**src/rtl/bgd_pkg.sv**
```systemverilog
`default_nettype none
package bgd_pkg;

   // graph size limits
   localparam int VERT_MAX = 256;
   localparam int EDGE_MAX = 1024;

   localparam int VID_W   = $clog2(VERT_MAX);
   localparam int VCNT_W  = $clog2(VERT_MAX + 1);
   localparam int EADDR_W = $clog2(EDGE_MAX);
   localparam int ECNT_W  = $clog2(EDGE_MAX + 1);
   localparam int DIST_W  = VID_W + 1;
   localparam int EDGE_W  = 2 * VID_W;

   // field widths of the channels
   localparam int KIND_W  = 2;
   localparam int SRC_W   = 8;
   localparam int DIAM_W  = 8;
   localparam int CFG_W   = 9;

   // configuration port
   localparam int CSR_AW = 3;
   localparam int CSR_DW = 32;
   localparam logic CSR_VERTEX_COUNT = 1'b0;

   // request kinds
   localparam logic [KIND_W-1:0] KIND_LOAD    = 2'd0;
   localparam logic [KIND_W-1:0] KIND_CLEAR   = 2'd1;
   localparam logic [KIND_W-1:0] KIND_COMPUTE = 2'd2;

   // hop distance of a vertex not yet reached
   localparam logic [DIST_W-1:0] DIST_NONE = '1;

   // controller to datapath commands
   typedef struct packed {
      logic take_req;
      logic start;
      logic vidx_clr;
      logic vidx_inc;
      logic mark_clr_wr;
      logic dist_clr_wr;
      logic root_inc;
      logic phase_next;
      logic root_load;
      logic seed;
      logic level_next;
      logic edge_step;
      logic scan_addr;
      logic scan_chk;
      logic search_end;
      logic result_load;
   } cmd_type;

   // datapath to controller status
   typedef struct packed {
      logic              req_valid;
      logic [KIND_W-1:0] req_kind;
      logic              req_approx;
      logic              vidx_end;
      logic              root_end;
      logic              skip_root;
      logic              edge_end;
      logic              added;
      logic              final_phase;
      logic              rsp_free;
   } stat_type;

endpackage
`default_nettype wire

```
**src/rtl/bgd_ctrl.sv**
```systemverilog
`default_nettype none
module bgd_ctrl import bgd_pkg::*; (
   input  wire logic     clock,
   input  wire logic     reset,
   input  wire stat_type stat,
   output cmd_type       cmd,
   output logic          req_ready
);

   typedef enum logic [12:0] {
      ST_IDLE  = 13'b0000000000001,
      ST_MCLR  = 13'b0000000000010,
      ST_RSEL  = 13'b0000000000100,
      ST_RWAIT = 13'b0000000001000,
      ST_DCLR  = 13'b0000000010000,
      ST_SEED  = 13'b0000000100000,
      ST_EREAD = 13'b0000001000000,
      ST_EWAIT = 13'b0000010000000,
      ST_DWAIT = 13'b0000100000000,
      ST_SREAD = 13'b0001000000000,
      ST_SCHK  = 13'b0010000000000,
      ST_SDONE = 13'b0100000000000,
      ST_FIN   = 13'b1000000000000
   } state_type;

   state_type state_ff, state_in;

   assign req_ready = (state_ff == ST_IDLE);

   // sequencing of searches, sweeps and scans
   always_comb begin
      state_in = state_ff;
      cmd      = '0;
      case (state_ff)
         ST_IDLE: begin
            if (stat.req_valid) begin
               cmd.take_req = 1'b1;
               if (stat.req_kind == KIND_COMPUTE) begin
                  cmd.start = 1'b1;
                  state_in  = stat.req_approx ? ST_MCLR : ST_RSEL;
               end
            end
         end
         ST_MCLR: begin
            if (stat.vidx_end) begin
               state_in = ST_RSEL;
            end else begin
               cmd.mark_clr_wr = 1'b1;
               cmd.vidx_inc    = 1'b1;
            end
         end
         ST_RSEL: begin
            if (stat.root_end) begin
               if (stat.final_phase) begin
                  state_in = ST_FIN;
               end else begin
                  cmd.phase_next = 1'b1;
               end
            end else begin
               state_in = ST_RWAIT;
            end
         end
         ST_RWAIT: begin
            if (stat.skip_root) begin
               cmd.root_inc = 1'b1;
               state_in     = ST_RSEL;
            end else begin
               cmd.root_load = 1'b1;
               cmd.vidx_clr  = 1'b1;
               state_in      = ST_DCLR;
            end
         end
         ST_DCLR: begin
            if (stat.vidx_end) begin
               state_in = ST_SEED;
            end else begin
               cmd.dist_clr_wr = 1'b1;
               cmd.vidx_inc    = 1'b1;
            end
         end
         ST_SEED: begin
            cmd.seed = 1'b1;
            state_in = ST_EREAD;
         end
         ST_EREAD: begin
            if (stat.edge_end) begin
               if (stat.added) begin
                  cmd.level_next = 1'b1;
               end else begin
                  cmd.vidx_clr = 1'b1;
                  state_in     = ST_SREAD;
               end
            end else begin
               state_in = ST_EWAIT;
            end
         end
         ST_EWAIT: begin
            state_in = ST_DWAIT;
         end
         ST_DWAIT: begin
            cmd.edge_step = 1'b1;
            state_in      = ST_EREAD;
         end
         ST_SREAD: begin
            cmd.scan_addr = 1'b1;
            state_in      = stat.vidx_end ? ST_SDONE : ST_SCHK;
         end
         ST_SCHK: begin
            cmd.scan_addr = 1'b1;
            cmd.scan_chk  = 1'b1;
            cmd.vidx_inc  = 1'b1;
            state_in      = ST_SREAD;
         end
         ST_SDONE: begin
            cmd.search_end = 1'b1;
            cmd.root_inc   = 1'b1;
            state_in       = ST_RSEL;
         end
         ST_FIN: begin
            if (stat.rsp_free) begin
               cmd.result_load = 1'b1;
               state_in        = ST_IDLE;
            end
         end
         default: begin
            state_in = ST_IDLE;
         end
      endcase
   end

   always_ff @(posedge clock) begin
      if (reset) begin
         state_ff <= ST_IDLE;
      end else begin
         state_ff <= state_in;
      end
   end

endmodule
`default_nettype wire

```
**config.mk**
```make
export PLATFORM = sky130hd
export DESIGN_NAME = bgd_ctrl
export DESIGN_NICKNAME = d
export VERILOG_FILES = /design/src/rtl/bgd_pkg.sv /design/src/rtl/bgd_ctrl.sv
export SDC_FILE = /design/constraint.sdc
export NUM_CORES = 1
export LEC_CHECK = 0
export ABC_AREA = 0
export BUFFER_PORTS_ARGS = -buffer_cell sky130_fd_sc_hd__buf_2
export CAP_MARGIN = 5
export CORE_MARGIN = 1
export CORE_UTILIZATION = 49
export CTS_CLUSTER_SIZE = 25
export DETAILED_ROUTE_END_ITERATION = 10
export GPL_TIMING_DRIVEN = 0
export PLACE_DENSITY_LB_ADDON = 0.1
export SYNTH_ARGS = -nofsm -noshare
export SYNTH_HDL_FRONTEND = slang
export SYNTH_SLANG_ARGS = --single-unit
```
**constraint.sdc**
```tcl
create_clock -name clock -period 2.9 [get_ports clock]
set_input_delay 0 -clock clock [delete_from_list [all_inputs] [get_ports clock]]
set_output_delay 0 -clock clock [all_outputs]
set_load 0.01 [all_outputs]
```
==> results.md, run 1 <==
Timing:
- The sum of negative setup slack is 0 ns.
- At the pin with the least slew margin, the transition time is around 0.64 ns.
- The worst path uses around 88% of the clock period.
- Counting I/O delays and the setup requirement, the final critical path takes roughly 2.5 ns.
- The achievable clock frequency is between 0.3 and 0.4 GHz.
- The hold violation total from the final report is 0.
- Across all setup checks in the final design, the least slack found is around 0.35 ns.
- Setup repair after global routing left no endpoint under its margin.
- Headroom to the max-slew limit came out at around 57%.
- The final max-slew violation count is 0.
- Setup violations remaining at the end of the flow were counted as 0.
- Between clock sinks in the finished design, the worst skew comes to between 0.001 and 0.0015 ns.

Min path:
- The min-delay analysis places its worst path in the category in -> reg.
- Counting instances, the worst hold path has a depth of 3.

Clock tree:
- The number of setup buffers added after CTS is 0.
- The total clock sinks is 13.
- In this run, CTS created clock tree buffers numbering 3.
- Clock-pin slew was measured on the worst setup and hold paths at approximately 0.090 ns.
- The cell sitting at the root of the clock tree is a sky130_fd_sc_hd__clkbuf_4.
- In this run, post-CTS hold repair placed 4 buffers.
- The number of buffers between clock root and the deepest sink is 2.
- In this run, post-CTS repair resized a total of 0 instances.
- Clock latency on the worst-skew pair, taken at its later pin, is between 0.2 and 0.3 ns.
- The TritonCTS clock tree is yes.
- CTS built an H-tree with a depth of 1.

Power:
- Summed over all cells, the static leakage comes to between 0.5 and 0.6 nW.
- The total power of the final layout is around 0.50 mW.
- The areal power density over the cells is between 400 and 500 nW/um2.
- VDD sags by at most about 0.00028 V.

Routing:
- The number of vias in the routed layout is around 1000.
- The count of nets left with antenna violations once routing finished came out at 0.
- The routed via count divided by cell count is slightly below 6.
- The final routed wire length divided by cell count is ~14 um.
- The first-pass iteration count of the detailed router is 4.
- The final layout contains routed wiring with a total length of ~2.6 mm.
- After the first detailed-routing iteration, the DRC count stood at 28.
- In the routed design, unresolved DRC markers number 0.

Synth:
- The Yosys step of the flow raised 0 warnings.
- Synthesis handed over a netlist of about 120 instances.
- After Yosys synthesis, and, or, nand and nor cells account for 53.1% of the synthesized area.
- The sequential-to-total area share from yosys stat is between 20 and 30%.
- The arithmetic-cell share of the synthesized area counting full adders, half adders and majority gates is 0%.
- The xor and xnor fraction of the mapped netlist area is about 2.8%.
- The register bit count reported by yosys is 13.
- The mean instance size in the synthesized netlist is about 8 um2.
- After synthesis, the share of cell area in mux cells is under 10%.
- The share of the synthesized area in compound gates (AO/OA/AOI/OAI) is about a tenth.
- The number of nets in the synthesized netlist is approximately 130.
- By area, the combinational part of the netlist is dominated by simple AND/OR/NAND/NOR gates.
- The mapped netlist covers 943 um2.
- The count of unique library cells instantiated by Yosys is 40.

Placed design:
- The post-DP HPWL is roughly 1.9 mm.
- At the placement stage, the worst setup path has a slack of between 0.4 and 0.5 ns.
- After detailed placement, the design holds a cell count of 173.
- Port buffering added 29 buffers.
- The final weighted congestion in routability-driven placement is 0.889.

Critical path:
- The endpoint class of the critical path is a primary output.
- The worst setup path is of the reg -> out kind.
- The required time reported for the critical path endpoint is roughly 2.9 ns.
- The worst register-to-register path has a depth of 7.
- The maximum net fanout on the critical path is 8.
- At the worst endpoint, the arrival time is 2.55 ns.
- The worst setup path is launched from a register.

Floorplanning:
- The die boundary height is 45.9 um.
- In this run the core area contains 15 standard-cell rows.
- In this run the standard cell core region covers between 1500 and 2000 um2.
- The total die area is approximately 2100 um2.
- The die is roughly 46 um wide.
- During I/O placement, the number of pins put on the boundary was 30.
- Once the floorplan was initialized, standard cells occupied approximately 53% of the core.

Finish:
- The register with the most flip-flops in the layout has 13 of them.
- After the flow finishes, the layout carries non-filler instances totaling around 180.
- 0 antenna diodes ended up in the layout.
- The multi-input logic area is roughly 630 um2.
- The area growth from synthesis to layout is 25.7%.
- Ranked by flip-flop count, first place goes to state_ff.
- In the final layout, flip-flops and latches occupy roughly 260 um2.
- Once layout is complete, the utilization of the core stands at between 60% and 70%.
- The share of cells above drive strength 1 is roughly a third.
- In the layout the commonest cells are 32 x sky130_fd_sc_hd__buf_2, 13 x sky130_fd_sc_hd__nor2_1, 13 x sky130_fd_sc_hd__dfxtp_1.
- The largest registers in the layout are state_ff: 13 flops.
- The count of nets after finishing is between 150 and 200.
- The most common library cell in the layout ignoring fill and taps is sky130_fd_sc_hd__buf_2.
- Fill cells in the final layout number between 150 and 200.

Status:
- The run finished with clean final reports.

Global routing:
- The wire length of the first global-routing pass is about 4.1 mm.
- The overflow left after global routing is 0.
- Entering global routing, the biggest net connects 11 pins.
- The initial antenna violation count is 0.
- The via count of the first global-routing pass is 877.
- In the global route stage, overall resource usage came out at between 20% and 30%.

Flow run:
- Across the run, the number of max-cap violations was 0.
-- cell usage after synthesis --
cell type                   n  area share, %
sky130_fd_sc_hd__nand2_1    6            2.4
sky130_fd_sc_hd__dfxtp_1   13             28
sky130_fd_sc_hd__nand4_1    2            1.3
sky130_fd_sc_hd__nand3b_1   4            3.2
sky130_fd_sc_hd__o211ai_1   2            1.6
sky130_fd_sc_hd__xnor2_1    3            2.8
sky130_fd_sc_hd__or3_4      1            1.2
sky130_fd_sc_hd__nor4bb_1   1            1.1
sky130_fd_sc_hd__o21ba_2    1            1.1
sky130_fd_sc_hd__nand2b_1   2            1.3
sky130_fd_sc_hd__clkbuf_1   4            1.6
sky130_fd_sc_hd__nor4b_2    1            1.6
sky130_fd_sc_hd__or4_4      1            1.2
sky130_fd_sc_hd__a22oi_1    1           0.80
sky130_fd_sc_hd__or2_2      3            2.0
sky130_fd_sc_hd__inv_1      5            2.0
sky130_fd_sc_hd__nand4b_1   3            2.8
sky130_fd_sc_hd__nor2b_1    1           0.66
sky130_fd_sc_hd__o21ai_0    3            1.6
sky130_fd_sc_hd__or4_1      5            4.0
sky130_fd_sc_hd__mux2i_1    1            1.1
sky130_fd_sc_hd__and2_1     1           0.66
sky130_fd_sc_hd__nand3_1    2            1.1
sky130_fd_sc_hd__or3_1      2            1.3
sky130_fd_sc_hd__nor3b_1    2            1.6
sky130_fd_sc_hd__nor2_1    13            5.2
sky130_fd_sc_hd__or4b_2     5            5.3
sky130_fd_sc_hd__a211oi_2   1            1.3
sky130_fd_sc_hd__and2b_1    1           0.80
sky130_fd_sc_hd__o32ai_1    1           0.93
sky130_fd_sc_hd__nor4_2     1            1.3
sky130_fd_sc_hd__nor4b_1    2            1.9
sky130_fd_sc_hd__nor4_1     7            4.6
sky130_fd_sc_hd__a221oi_1   1           0.93
sky130_fd_sc_hd__and4b_1    1            1.1
sky130_fd_sc_hd__a21oi_1    4            2.1
sky130_fd_sc_hd__nor3_1     5            2.7
sky130_fd_sc_hd__or3b_2     1           0.93
sky130_fd_sc_hd__buf_2      3            1.6
sky130_fd_sc_hd__and3_1     3            2.0
-- worst max-delay path, cell delays in order, from the launching register on --
cell and delay [ns]:
sky130_fd_sc_hd__dfxtp_1 0.37, sky130_fd_sc_hd__or4_1 0.52, sky130_fd_sc_hd__buf_2 0.18, sky130_fd_sc_hd__or3_4 0.39, sky130_fd_sc_hd__or4_4 0.51, sky130_fd_sc_hd__o21ai_0 0.16, sky130_fd_sc_hd__buf_2 0.15
-- final cells by class --
class / instances / area share [%]
Tap cell: 25 / 2.64
Sequential cell: 13 / 21.9
Timing Repair Buffer: 33 / 15.6
Clock buffer: 4 / 2.22
Multi-Input combinational cell: 94 / 53.5
Buffer: 7 / 2.53
Inverter: 5 / 1.58
-- cells by family after synthesis --
kind of cell | after synthesis
simple gates | 76
compound gates | 14
xor+xnor | 3
mux | 1
buf+inv | 12
flops | 13
-- power breakdown --
group	switching, mW	internal, mW	total, mW
Combinational	0.102	0.0815	0.184
Clock	0.0633	0.0533	0.117
Sequential	0.0121	0.186	0.198
-- path summary, 6_finish.rpt --
check | end | slack (ns) | from
setup reg to reg | state_ff[0] | 0.39 | state_ff[6]
hold / removal | state_ff[12] | 0.008 | stat[1]
setup / recovery | cmd[13] | 0.35 | state_ff[2]
hold reg to reg | state_ff[8] | 0.60 | state_ff[6]
-- layer usage --
layer | global-route usage [%] | routed length (um)
met5 | 0 | 0
met4 | 8.82 | 17
met3 | 2.38 | 190
met2 | 40.8 | 1210
met1 | 40.1 | 1180
-- stage by stage --
| stage | area, um2 | hold slack (ns) |
|---|---|---|
| floorplan | 943 | 0.0621 |
| global placement | 1120 | 0.190 |
| detailed placement | 1120 | 0.193 |
| CTS | 1190 | 0.00772 |
| global route | 1190 | 0.0262 |
| finish | 1190 | 0.00754 |
Power figures use the tool's default switching activity.
==> run 2, diff against run 1 <==
--- a/config.mk
+++ b/config.mk
@@ -9,7 +9,7 @@
 export BUFFER_PORTS_ARGS = -buffer_cell sky130_fd_sc_hd__buf_2
 export CAP_MARGIN = 5
 export CORE_MARGIN = 1
-export CORE_UTILIZATION = 49
+export CORE_UTILIZATION = 45
 export CTS_CLUSTER_SIZE = 25
 export DETAILED_ROUTE_END_ITERATION = 10
 export GPL_TIMING_DRIVEN = 0
==> constraint.sdc (replaced) <==
create_clock -name clock -period 2.1 [get_ports clock]
set_input_delay 0 -clock clock [delete_from_list [all_inputs] [get_ports clock]]
set_output_delay 0 -clock clock [all_outputs]
set_load 0.01 [all_outputs]
==> results.md, run 2 (synthesized netlist as in run 1, its figures left out) <==
Status:
- The flow ran to the end, but the final reports show violations.
- The checks that failed: setup timing.

Clock tree:
- The tree is rooted in a sky130_fd_sc_hd__clkbuf_4.
- In this run, CTS created clock tree buffers numbering 3.
- The number of buffers between clock root and the deepest sink is 2.
- The clock latency reported for the late side of the worst-skew pair is 0.28 ns.
- TritonCTS built the clock tree.
- The count of H-tree levels built during CTS is 1.
- The clock net in this run drives a total of 13 sinks.
- The clock-pin slew on the worst setup and hold paths is 0.10 ns.

Finish:
- Once layout is done, the placed cells without fillers occupy 1640 um2.
- The largest registers in the layout are state_ff: 13 flops.
- The signed area change from the synthesized netlist to the final layout is 73.5%.
- The register with the most flip-flops in the layout has 13 of them.
- The most common library cell in the layout ignoring fill and taps is sky130_fd_sc_hd__buf_2.
- The library cells used most frequently in the layout, excluding fill and tap cells, are 28 x sky130_fd_sc_hd__buf_2, 25 x sky130_fd_sc_hd__buf_4, 10 x sky130_fd_sc_hd__nor2_1.
- At the end of the flow, the number of nets in the layout was roughly 200.
- The share of cells above drive strength 1 is between 60% and 70%.
- After filler insertion, the fill cell instance count of the layout stands at approximately 120.
- The register with the most flip-flops in the final layout is state_ff.
- Cells fill 83.4% of the core in the end.
- The antenna diode count is 0.

Placed design:
- Input and output buffers added on the ports amount to 29.
- The congestion estimate from routability-driven global placement came to 0.888.
- After legalization and detailed placement, the total HPWL measured slightly below 2 mm.
- Prior to clock tree synthesis, the placed netlist has a worst setup slack of -0.305 ns.
- The standard cell area after detailed placement is roughly 1200 um2.

Global routing:
- The via count of the first global-routing pass is 1114.
- The initial antenna violation count came to 0.
- The first global-routing pass estimated 5.18 mm of wire.
- The maximum number of pins on one net before global-route repair is 11.
- The overflow left after global routing is 0.
- The overall track demand over capacity in global routing is between 30% and 40%.

Floorplanning:
- The die boundary height is around 48 um.
- For this configuration, the core starts out at a cell density of approximately half.
- The cell row count is 16.
- 30 I/O pins were placed.
- After floorplanning, the core was sized to cover just under 2000 um2.
- The die covers 2280 um2.
- The die outline width is ~48 um.

Routing:
- Summing over every cut layer, the via total after detailed routing is 1283.
- For this block, the initial DRC count from the detailed router was 46.
- The first-pass iteration count of the detailed router is 4.
- The residual antenna-violating net count after detailed routing is 0.
- The routed via count divided by cell count is about 6.
- The post-detailed-route DRC marker count is 0.
- Summed over all layers, the routed wires come to 3.82 mm.
- The final routed wire length divided by cell count is between 15 and 20 um.

Critical path:
- STA puts the critical path data arrival time at around 2.4 ns.
- The maximum net fanout on the critical path is 7.
- The critical path in this run is classified as reg -> out.
- The required time reported for the critical path endpoint is roughly 2.1 ns.
- The endpoint class of the critical path is a primary output.
- STA classifies the critical path startpoint as a register.

Timing:
- The max-slew headroom at the worst pin is approximately 64%.
- The final count of negative-setup-slack endpoints is 17.
- The final worst clock skew is between 0.01 and 0.015 ns.
- The period utilization is 113%.
- The worst hold slack after final layout is around 0.036 ns.
- The post-route minimum period is 2.37 ns.
- The hold violation total from the final report was 0.
- The final worst slack is -0.275 ns.
- Timing would allow up to 0.421 GHz.
- Setup repair after global routing could not meet its margin everywhere.
- At the pin with the least slew margin, the transition time is roughly 0.54 ns.
- The final max-slew violation count is 0.

Power:
- The areal power density over the cells is 542 nW/um2.
- In this run the static leakage power is around 0.73 nW.
- The largest voltage drop on the vdd net is ~0.00050 V.
- The total power of the final layout is roughly 0.89 mW.

Min path:
- The path class of the tightest hold or removal check is in -> reg.

Flow run:
- The max capacitance violation total is 0.
[run 2: cell types whose count changed in the layout (fill, tap and decap cells not counted), sizes merged]
cell and change:
clkbuf -2, buf +26, dlygate4sd3 +1
[run 2: timing repair]
action | CTS | global route
gates resized for setup | 37 | 23
pin swaps | 15 | 19
hold buffers | 5 | 0
hold endpoints to repair | 5 | 0
setup endpoints to repair | 22 | 27
buffers inserted | 20 | 10
[run 2: report_power, final]
part	leakage (nW)	internal, mW	total, mW	switching (mW)
clock network	0.0150	0.0736	0.167	0.0939
logic	0.605	0.235	0.451	0.216
registers	0.110	0.252	0.269	0.0166
[run 2: final timing paths]
path	start	to	slack, ns	depth (start not counted)
max	state_ff[12]	cmd[13]	-0.27	5
min	stat[1]	state_ff[12]	0.04	3
max reg2reg	state_ff[12]	state_ff[9]	-0.15	5
min reg2reg	state_ff[7]	state_ff[7]	0.54	1
[run 2: area by class of cell]
| class | instances | area, um2 | area share (%) |
|---|---|---|---|
| Inverter | 5 | 18.8 | 1.15 |
| Buffer | 2 | 8.76 | 0.535 |
| Clock buffer | 4 | 26.3 | 1.61 |
| Sequential cell | 13 | 284 | 17.4 |
| Multi-Input combinational cell | 94 | 822 | 50.2 |
| Timing Repair Buffer | 63 | 443 | 27.1 |
| Tap cell | 27 | 33.8 | 2.06 |
[run 2: routing by layer]
layer,vias to the layer above,GRT usage [%],wire (um)
met5,-,0,0
met4,0,9.44,86
met3,10,4.91,300
met2,79,57.3,1940
met1,610,40.7,1490
li1,584,-,-
[run 2: worst max-delay path, stage by stage (launching register included)]
cell,delay [ns]
sky130_fd_sc_hd__dfxtp_4,0.39
sky130_fd_sc_hd__or4_4,0.51
sky130_fd_sc_hd__or3_4,0.40
sky130_fd_sc_hd__or4_4,0.50
sky130_fd_sc_hd__o21ai_2,0.15
sky130_fd_sc_hd__buf_2,0.14
[run 2: per-stage QoR]
step / instances / TNS, ns
after floorplan: 119 / 0
final: 208 / -1.02
after global placement: 175 / -1.15
after global routing: 208 / -2.32
after detailed placement: 175 / -1.32
after CTS: 203 / -0.832
